File: src/oledpp_pkg.sv
`timescale 1ns / 1ps
// ----------------------------------------------------------------------------
// oledpp_pkg
// Shared types and constants of the OLED page packer: item layouts, command
// codes and the row-banked frame store geometry.
// ----------------------------------------------------------------------------
package oledpp_pkg;

   localparam int DISPLAY_WIDTH  = 126;
   localparam int DISPLAY_HEIGHT = 32;

   // frame address = row * ROW_BYTES + byte column
   localparam int BYTE_COL_BITS  = 4;
   localparam int ROW_BYTES      = 1 << BYTE_COL_BITS;
   localparam int ADDR_BITS      = 9;

   // one bank per row of a page, selected by row modulo eight
   localparam int PAGE_ROWS      = 8;
   localparam int BANK_SEL_BITS  = $clog2(PAGE_ROWS);
   localparam int BANK_ADDR_BITS = ADDR_BITS - BANK_SEL_BITS;
   localparam int BANK_DEPTH     = 1 << BANK_ADDR_BITS;
   localparam int PIXEL_BITS     = 8;

   typedef enum logic {
      CMD_WRITE = 1'b0,
      CMD_READ  = 1'b1
   } cmd_type;

   typedef struct packed {
      cmd_type        cmd;
      logic [8:0]     frame_address;
      logic [7:0]     frame_byte;
      logic [1:0]     page;
      logic [6:0]     column;
   } req_type;

   typedef struct packed {
      logic [7:0]     packed_byte;
      logic           out_of_range;
   } rsp_type;

   // access to the banked store for one item
   typedef struct packed {
      logic                      wr_en;
      logic [BANK_SEL_BITS-1:0]  wr_bank;
      logic [BANK_ADDR_BITS-1:0] wr_entry;
      logic [PIXEL_BITS-1:0]     wr_data;
      logic                      rd_en;
      logic [BANK_ADDR_BITS-1:0] rd_entry;
   } mem_req_type;

endpackage

File: src/oledpp_ram.sv
`timescale 1ns / 1ps
// ----------------------------------------------------------------------------
// oledpp_ram
// Generic single-write, single-read synchronous RAM with registered read.
// ----------------------------------------------------------------------------
module oledpp_ram #(
   parameter int WIDTH = 8,
   parameter int DEPTH = 64
) (
   input  logic                     clock,
   input  logic                     wr_en,
   input  logic [$clog2(DEPTH)-1:0] wr_addr,
   input  logic [WIDTH-1:0]         wr_data,
   input  logic                     rd_en,
   input  logic [$clog2(DEPTH)-1:0] rd_addr,
   output logic [WIDTH-1:0]         rd_data
);

   logic [WIDTH-1:0] mem_ff [DEPTH];
   logic [WIDTH-1:0] rd_data_ff;

   always_ff @(posedge clock) begin
      if (wr_en) begin
         mem_ff[wr_addr] <= wr_data;
      end
   end

   always_ff @(posedge clock) begin
      if (rd_en) begin
         rd_data_ff <= mem_ff[rd_addr];
      end
   end

   assign rd_data = rd_data_ff;

endmodule

File: src/oledpp_frame_banks.sv
`timescale 1ns / 1ps
// ----------------------------------------------------------------------------
// oledpp_frame_banks
// Frame store split into eight row banks; one read gathers the same byte
// column from all eight rows of a page.
// ----------------------------------------------------------------------------
module oledpp_frame_banks (
   input  logic                                                clock,
   input  oledpp_pkg::mem_req_type                             mem_req,
   output logic [oledpp_pkg::PAGE_ROWS-1:0][oledpp_pkg::PIXEL_BITS-1:0] row_data
);

   for (genvar b = 0; b < oledpp_pkg::PAGE_ROWS; b++) begin : g_bank
      logic bank_wr_en;

      assign bank_wr_en = mem_req.wr_en &&
                          (mem_req.wr_bank == oledpp_pkg::BANK_SEL_BITS'(b));

      oledpp_ram #(
         .WIDTH (oledpp_pkg::PIXEL_BITS),
         .DEPTH (oledpp_pkg::BANK_DEPTH)
      ) u_ram (
         .clock   (clock),
         .wr_en   (bank_wr_en),
         .wr_addr (mem_req.wr_entry),
         .wr_data (mem_req.wr_data),
         .rd_en   (mem_req.rd_en),
         .rd_addr (mem_req.rd_entry),
         .rd_data (row_data[b])
      );
   end

endmodule

File: src/oled_page_packer_core.sv
`timescale 1ns / 1ps
// ----------------------------------------------------------------------------
// oled_page_packer_core
// Stores a 1-bit frame row-major and returns display page bytes: bit k of a
// result is the pixel at the requested column in row page*8+k.
// ----------------------------------------------------------------------------
//  channel   ports                        direction  handshake
//  request   start, busy, req_data        in         start && !busy
//  response  rsp_valid, rsp_data          out        rsp_valid, one cycle
//
//  One item per cycle, every cycle; busy is always low. A write item
//  produces nothing; a read item gives its result after the bank RAM
//  read register and then the output register. Each of the eight row
//  banks has its own RAM port, so a whole page column comes out in one read.
//  Reset clears only the read and response strobes; frame contents are
//  undefined until written. The receiver cannot stall.
// ----------------------------------------------------------------------------
module oled_page_packer_core #(
   parameter int DISPLAY_WIDTH  = oledpp_pkg::DISPLAY_WIDTH,
   parameter int DISPLAY_HEIGHT = oledpp_pkg::DISPLAY_HEIGHT
) (
   input  logic                clock,
   input  logic                reset,
   input  logic                start,
   output logic                busy,
   input  oledpp_pkg::req_type req_data,
   output logic                rsp_valid,
   output oledpp_pkg::rsp_type rsp_data
);

   localparam int BC = oledpp_pkg::BYTE_COL_BITS;
   localparam int BS = oledpp_pkg::BANK_SEL_BITS;

   logic                    accept;
   oledpp_pkg::mem_req_type mem_req;
   logic [oledpp_pkg::PAGE_ROWS-1:0][oledpp_pkg::PIXEL_BITS-1:0] row_data;

   logic       rd_valid_ff, rd_valid_in;
   logic [2:0] bit_sel_ff, bit_sel_in;
   logic [1:0] page_ff, page_in;
   logic       oor_ff, oor_in;

   logic                rsp_valid_ff;
   oledpp_pkg::rsp_type rsp_ff, rsp_in;

   assign busy   = 1'b0;
   assign accept = start && !busy;

   always_comb begin
      mem_req.wr_en    = accept && (req_data.cmd == oledpp_pkg::CMD_WRITE);
      mem_req.wr_bank  = req_data.frame_address[BC+BS-1:BC];
      mem_req.wr_entry = {req_data.frame_address[oledpp_pkg::ADDR_BITS-1:BC+BS],
                          req_data.frame_address[BC-1:0]};
      mem_req.wr_data  = req_data.frame_byte;
      mem_req.rd_en    = accept && (req_data.cmd == oledpp_pkg::CMD_READ);
      // every row of the page sits at the same entry of its own bank
      mem_req.rd_entry = {req_data.page, req_data.column[6:3]};
   end

   oledpp_frame_banks u_banks (
      .clock    (clock),
      .mem_req  (mem_req),
      .row_data (row_data)
   );

   assign rd_valid_in = mem_req.rd_en;
   assign bit_sel_in  = ~req_data.column[2:0];
   assign page_in     = req_data.page;
   assign oor_in      = {1'b0, req_data.column} >= 8'(DISPLAY_WIDTH);

   always_ff @(posedge clock) begin
      if (reset) begin
         rd_valid_ff <= 1'b0;
      end else begin
         rd_valid_ff <= rd_valid_in;
      end
   end

   always_ff @(posedge clock) begin
      bit_sel_ff <= bit_sel_in;
      page_ff    <= page_in;
      oor_ff     <= oor_in;
   end

   // pick the column's pixel out of each row byte; drop rows below the frame
   always_comb begin
      logic [7:0] row;
      rsp_in = '0;
      for (int k = 0; k < oledpp_pkg::PAGE_ROWS; k++) begin
         row = {3'b000, page_ff, 3'(k)};
         if (!oor_ff && (row < 8'(DISPLAY_HEIGHT))) begin
            rsp_in.packed_byte[k] = row_data[k][bit_sel_ff];
         end
      end
      rsp_in.out_of_range = oor_ff;
   end

   always_ff @(posedge clock) begin
      if (reset) begin
         rsp_valid_ff <= 1'b0;
      end else begin
         rsp_valid_ff <= rd_valid_ff;
      end
   end

   always_ff @(posedge clock) begin
      rsp_ff <= rsp_in;
   end

   assign rsp_valid = rsp_valid_ff;
   assign rsp_data  = rsp_ff;

endmodule

File: config.mk
export PLATFORM = sky130hd
export DESIGN_NAME = oled_page_packer_core
export DESIGN_NICKNAME = d
export VERILOG_FILES = /design/src/oledpp_pkg.sv /design/src/oledpp_ram.sv /design/src/oledpp_frame_banks.sv /design/src/oled_page_packer_core.sv
export SDC_FILE = /design/constraint.sdc
export NUM_CORES = 2
export LEC_CHECK = 0
export ABC_CLOCK_PERIOD_IN_PS = 2800
export BUFFER_PORTS_ARGS = -buffer_cell sky130_fd_sc_hd__buf_2
export CAP_MARGIN = 20
export CELL_PAD_IN_SITES_DETAIL_PLACEMENT = 1
export CELL_PAD_IN_SITES_GLOBAL_PLACEMENT = 2
export CORE_MARGIN = 2
export CORE_UTILIZATION = 50
export DETAILED_ROUTE_END_ITERATION = 6
export PLACE_DENSITY_LB_ADDON = 0.1
export SLEW_MARGIN = 15
export SYNTH_ARGS = -nofsm -noshare
export SYNTH_HDL_FRONTEND = slang
export SYNTH_SLANG_ARGS = --single-unit
File: constraint.sdc
create_clock -name clock -period 2.8 [get_ports clock]
set_input_delay 0 -clock clock [delete_from_list [all_inputs] [get_ports clock]]
set_output_delay 0 -clock clock [all_outputs]
set_load 0.01 [all_outputs]
== Word-level counts from Yosys, hierarchy flattened ==
Memories as Yosys holds them, arrays and structs flattened. A register that Yosys moved wholly into a read port is not among the register bits.
Cells that the tools add are included.

* Muxes and demuxes: 32
* Magnitude comparators: 2
* Reduce and logical (&&, ||, !) cells: 11
* Bitwise logic cells: 2
* Equal/unequal tests: 7

{| class="wikitable"
|+ Operator list
! operator !! count
|-
| 1-bit binary-select mux with 3-bit select || 8
|-
| 1-bit 2-to-1 mux || 24
|-
| 3-bit == test, second input constant || 4
|-
| 1-bit logical AND || 10
|-
| 7-bit greater-or-equal comparator, second input constant || 1
|-
| 3-bit by 2-bit == test with 1-bit output, second input constant || 2
|-
| 3-bit by 4-bit < comparator with 1-bit output, second input constant || 1
|-
| 3-bit by 1-bit == test with 1-bit output, second input constant || 1
|-
| 3-bit zero test || 1
|-
| 3-bit NOT || 1
|-
| 1-bit NOT || 1
|}

* Register bits: 15
* Memories: 8
* Input bits: 30
* Memory bits (writable): 4,096
* Word-level logic and storage cells: 68

{| class="wikitable"
|+ Memory list
! memory !! depth !! width !! read ports !! clocked after memory_dff !! write ports !! line !! source
|-
| u_banks.g_bank[0].u_ram.mem_ff || 64 || 8 || 1 || 1 || 1 || oledpp_ram.sv:19 || <nowiki>logic [WIDTH-1:0] mem_ff [DEPTH];</nowiki>
|-
| u_banks.g_bank[1].u_ram.mem_ff || 64 || 8 || 1 || 1 || 1 || oledpp_ram.sv:19 ||
|-
| u_banks.g_bank[2].u_ram.mem_ff || 64 || 8 || 1 || 1 || 1 || oledpp_ram.sv:19 ||
|-
| u_banks.g_bank[3].u_ram.mem_ff || 64 || 8 || 1 || 1 || 1 || oledpp_ram.sv:19 ||
|-
| u_banks.g_bank[4].u_ram.mem_ff || 64 || 8 || 1 || 1 || 1 || oledpp_ram.sv:19 ||
|-
| u_banks.g_bank[5].u_ram.mem_ff || 64 || 8 || 1 || 1 || 1 || oledpp_ram.sv:19 ||
|-
| 2 more memories || n/a || n/a || n/a || n/a || n/a || n/a ||
|}

== Logic depth before layout (Yosys ltp) ==
* Depth after elaboration: 5
* Gate-level depth with buffers: 9
* Depth with buffers taken out: 5

== By module ==
Synthesis repeated with hierarchy kept, for this count alone.

* Cell total of the unflattened synthesis: 7,592
* Area total of the unflattened synthesis: 162,976.3 um^2

{| class="wikitable"
|+ By module, submodules not included
! module !! instances !! area each (um^2) !! seq. area each (um^2) !! cells each
|-
| oledpp_ram || 8 || 20,246.9 || 15,615.0 || 940
|-
| oled_page_packer_core || 1 || 904.6 || 300.3 || 64
|-
| oledpp_frame_banks || 1 || 96.3 || 0.0 || 8
|}

== Worst setup path before layout ==
OpenSTA, ideal clock, no wires.

* Kind: input to register
* Start: in req_data[26] in the netlist's numbering
* End: reg u_banks.g_bank[0].u_ram.rd_data_ff[0], read port of u_banks.g_bank[0].u_ram.mem_ff (enable)
* Path slack: 0.854 ns
* Path buffers: 0
* Cell stages on the path: 1
* Setup time: 0.429 ns
* Data arrival time: 1.517 ns
* Cells stage by stage: and2_1

* Longest elaborated chain between the ends: 1

{| class="wikitable"
|+ Ends and longest elaborated chain
! element !! line !! source
|-
| start, declared || oled_page_packer_core.sv:26 || <nowiki>input oledpp_pkg::req_type req_data,</nowiki>
|-
| 1-bit logical AND || oled_page_packer_core.sv:55 || <nowiki>mem_req.rd_en = accept && (req_data.cmd == oledpp_pkg::CMD_READ);</nowiki>
|-
| end, declared || oledpp_ram.sv:20 || <nowiki>logic [WIDTH-1:0] rd_data_ff;</nowiki>
|}

Every way passes these cells.
A chain may end at the register's enable or synchronous reset.

==> reports/metrics.csv <==
stage,metric,value,unit
synth,top_reg_cell synth,edfxtp_1,
place,placed cells,11850,
worst_setup_path,maximum fanout along the worst path,25,
global_routing,vias in the first global route,84180,
synth,most area-consuming cells after synthesis,"edfxtp_1, mux4_2, nor2_1",
worst_setup_path,Critical Path RT,3.48,ns
synth,Synth async-reset ratio,0,%
global_routing,initial antenna violation count,29,
synth,top cell type by total area after synthesis,edfxtp_1,
place,hpwl dp,297000,um
layout,P&R area growth vs syn,15.95,%
route,post-route ant nets,0,
layout,post-route design area,0.1848,mm^2
worst_setup_path,Setup crit end kind,flop,
synth,top post-synthesis cells by count,"edfxtp_1, mux4_2, nor2_1",
route,drt initial violations,9886,
global_routing,Global Route Usage Sum,28.94,%
clock_network,root buffer cell,clkbuf_16,
clock_network,CTS tree,built,
power,clock share of power,43.1,%
route,DR vias/cell,6.358,
timing,Final Hold Vio Count,0,
timing,final worst path period need,2.588,ns
route,Avg WL per Cell,36.64,um
clock_network,Inserted Clock Buffers,429,
timing,Finish-stage setup viols,0,
layout,final std cells w/o fill,12690,
timing,Clock Skew,0.03770,ns
timing,worst hold slack,0.05327,ns
power,power per cell area,722.7,mW/mm^2
timing,fmax,386.4,MHz
power,Internal,104700,uW
worst_setup_path,Worst path max stage delay,0.57,ns
synth,synthesized area,0.1594,mm^2
synth,number of synthesized flops with an enable pin,4160,
synth,"count leader, synth",edfxtp_1,
flow_run,MaxCap Viol Count,0,
die,FP Rows,207,
die,DIE HEIGHT,568.6,um
die,die area,0.3233,mm^2
route,drt pass-1 iters,5,
global_routing,first-pass GRT wire length,658300,um
timing,Worst slew margin,26.33,%
synth,Mean Syn Cell Area,21.82,um^2
status,status,completed,
min_path,HP Class,input port to flop,
route,Vias,80680,
die,core area,0.3175,mm^2
clock_network,CTS H-tree lvls,5,
power,Sw Pwr,28870,uW
power,worst ir drop on vdd,0.0005987,V
power,combinational fraction of design power,5.3,%
global_routing,grt ovf,0,
synth,share of the synthesized area in the top cell type,78.37,%
place,RePlAce Congestion,0.8461,
die,Starting Density,50.20,%
synth,number of unique standard cell types used by synthesis,47,
power,sequential share of power,51.6,%
worst_setup_path,critical path class,input port to flop,
clock_network,# clock sinks,4175,
timing,final setup TNS,0,ns
place,IO Port Bufs,39,
route,post-detailed-route DRC marker count,0,
worst_setup_path,CP cell instances,dlygate4sd3_1 > buf_8 > buf_12 > buf_4 > mux4_2 > mux2i_1 > a21oi_1 > buf_4 > a21oi_1 > buf_4 > a221oi_1,
timing,max-slew violation count,0,
clock_network,clock slew at reported path FFs,0.06,ns
power,total power,133600,uW
layout,fin nets,8170,
worst_setup_path,slowest cell on the critical path,dlygate4sd3_1,
global_routing,largest net degree at the start of global routing,142,
die,IO Pins,41,
synth,Yosys warnings,0,
timing,unrepaired setup endpoints after global routing,false,
power,Leakage,0.05830,uW
synth,"Seq/Total Area, Yosys",78.55,%
synth,Synth Net Count,7335,
synth,Cells after Synth,7305,
layout,share of cells above drive strength 1,29.31,%
clock_network,Worst-Skew Late Latency,0.97,ns
route,drt total wl,464900,um
worst_setup_path,worst path arrival time,3.27,ns
timing,Slew @ Worst Pin,1.101,ns
worst_setup_path,startpoint types,input port,
synth,#FFs+latches synth,4175,
timing,Tcrit/Tclk final,92.43,%
die,die width,568.6,um
place,placed instance area,0.1704,mm^2
worst_setup_path,CP most frequent cell,buf_4,
power,Sw Share,21.61,%
clock_network,Max clock buf depth,4,
per-layer routing:
layer	wire length [um]	part of all wire (%)	track usage (%)
met1	188700	41	41.27
met2	225600	49	46.46
met3	34830	7.5	4.568
met4	15810	3.4	8.854
met5	0	0	0
registers in the layout, indices dropped and copies added, names as in the netlist:
name / count
u_banks.g_bank.u_ram.mem_ff: 4096
u_banks.g_bank.u_ram.rd_data: 64
rsp_data: 9
bit_sel_ff: 3
oor_ff: 1
rd_valid_ff: 1
rsp_valid: 1
critical path: cells and delay by family:
| family | cells | cell delay, ns |
|---|---|---|
| AOI/OAI and AO/OA | 3 | 0.63 |
| buffers and inverters | 6 | 1.75 |
| muxes | 2 | 0.76 |
worst paths after layout:
check,from,endpoint,slack [ns],depth (start not counted)
worst max-delay path,req_data[4],u_banks.g_bank[4].u_ram.rd_data[5],0.21,11
worst min-delay path,req_data[20],u_banks.g_bank[5].u_ram.mem_ff[26][4],0.05,6
worst max register to register,u_banks.g_bank[4].u_ram.mem_ff[3][5],u_banks.g_bank[4].u_ram.rd_data[5],0.28,7
worst min register to register,rd_valid_ff,rsp_valid,0.46,1
cell families after synthesis:
group / share of synthesized area [%]
flops: 78.55
mux: 14.95
simple gates: 2.375
compound gates: 2.677
buf+inv: 1.437
other cells: 0.002352
power by group through the flow:
stage | Sequential [uW] | Clock [uW] | Combinational, uW
final | 68900 | 57600 | 7080
after CTS | 68900 | 58300 | 7150
after floorplan | 70200 | 0 | 3120
after global routing | 68900 | 60500 | 7370
after global placement | 70200 | 0 | 6920
after detailed placement | 70200 | 0 | 7090
area by class of cell:
| type | count | area (um^2) |
|---|---|---|
| inverters | 4 | 15.01 |
| diodes | 3 | 7.507 |
| multi-input cells | 2687 | 32120 |
| repair buffers | 843 | 8165 |
| clock inverters | 286 | 2820 |
| well taps | 4180 | 5230 |
| fillers | 26430 | 132700 |
| clock buffers | 512 | 11250 |
| flip-flops and latches | 4175 | 125200 |
per-stage QoR:
stage               util, %  worst slack [ns]
floorplan                 -            0.8543
finish                58.21            0.2119
global route          58.21            0.2855
detailed placement    53.66           -0.1893
global placement      53.62           -0.7972
CTS                   58.21            0.2121
what timing repair did:
item                      in CTS  in global routing
gates resized for setup        0                  0
hold buffers                  36                  0
buffers inserted               0                  0
hold endpoints to repair    4307                  0
layout by cell type (no fill, tap or decap), types with 7 or more instances in the layout:
cell | netlist | routed
nand2_1 | 139 | 126
o221ai_1 | 68 | 68
mux4_2 | 992 | 992
buf_12 | 0 | 139
clkinvlp_4 | 0 | 13
dlygate4sd3_1 | 0 | 35
a221oi_1 | 23 | 23
nand3_1 | 23 | 21
o21ai_0 | 67 | 67
clkinv_1 | 1 | 105
nor2b_1 | 13 | 9
a22o_1 | 16 | 16
nor3_1 | 49 | 49
bufinv_16 | 0 | 50
mux2_2 | 14 | 14
nand2_2 | 0 | 12
buf_8 | 2 | 10
clkbuf_8 | 0 | 8
dfxtp_1 | 15 | 14
buf_4 | 90 | 633
clkbuf_16 | 0 | 435
clkbuf_1 | 203 | 69
a22oi_1 | 14 | 14
clkinv_2 | 0 | 93
buf_2 | 104 | 26
nor4_1 | 51 | 37
o22a_1 | 51 | 51
nor4_2 | 0 | 14
o22ai_1 | 299 | 299
nor2_1 | 592 | 591
inv_6 | 0 | 10
a21oi_1 | 71 | 71
mux2i_1 | 127 | 126
a211oi_1 | 7 | 7
a31oi_1 | 13 | 13
edfxtp_1 | 4160 | 4160
Power figures use the tool's default switching activity.
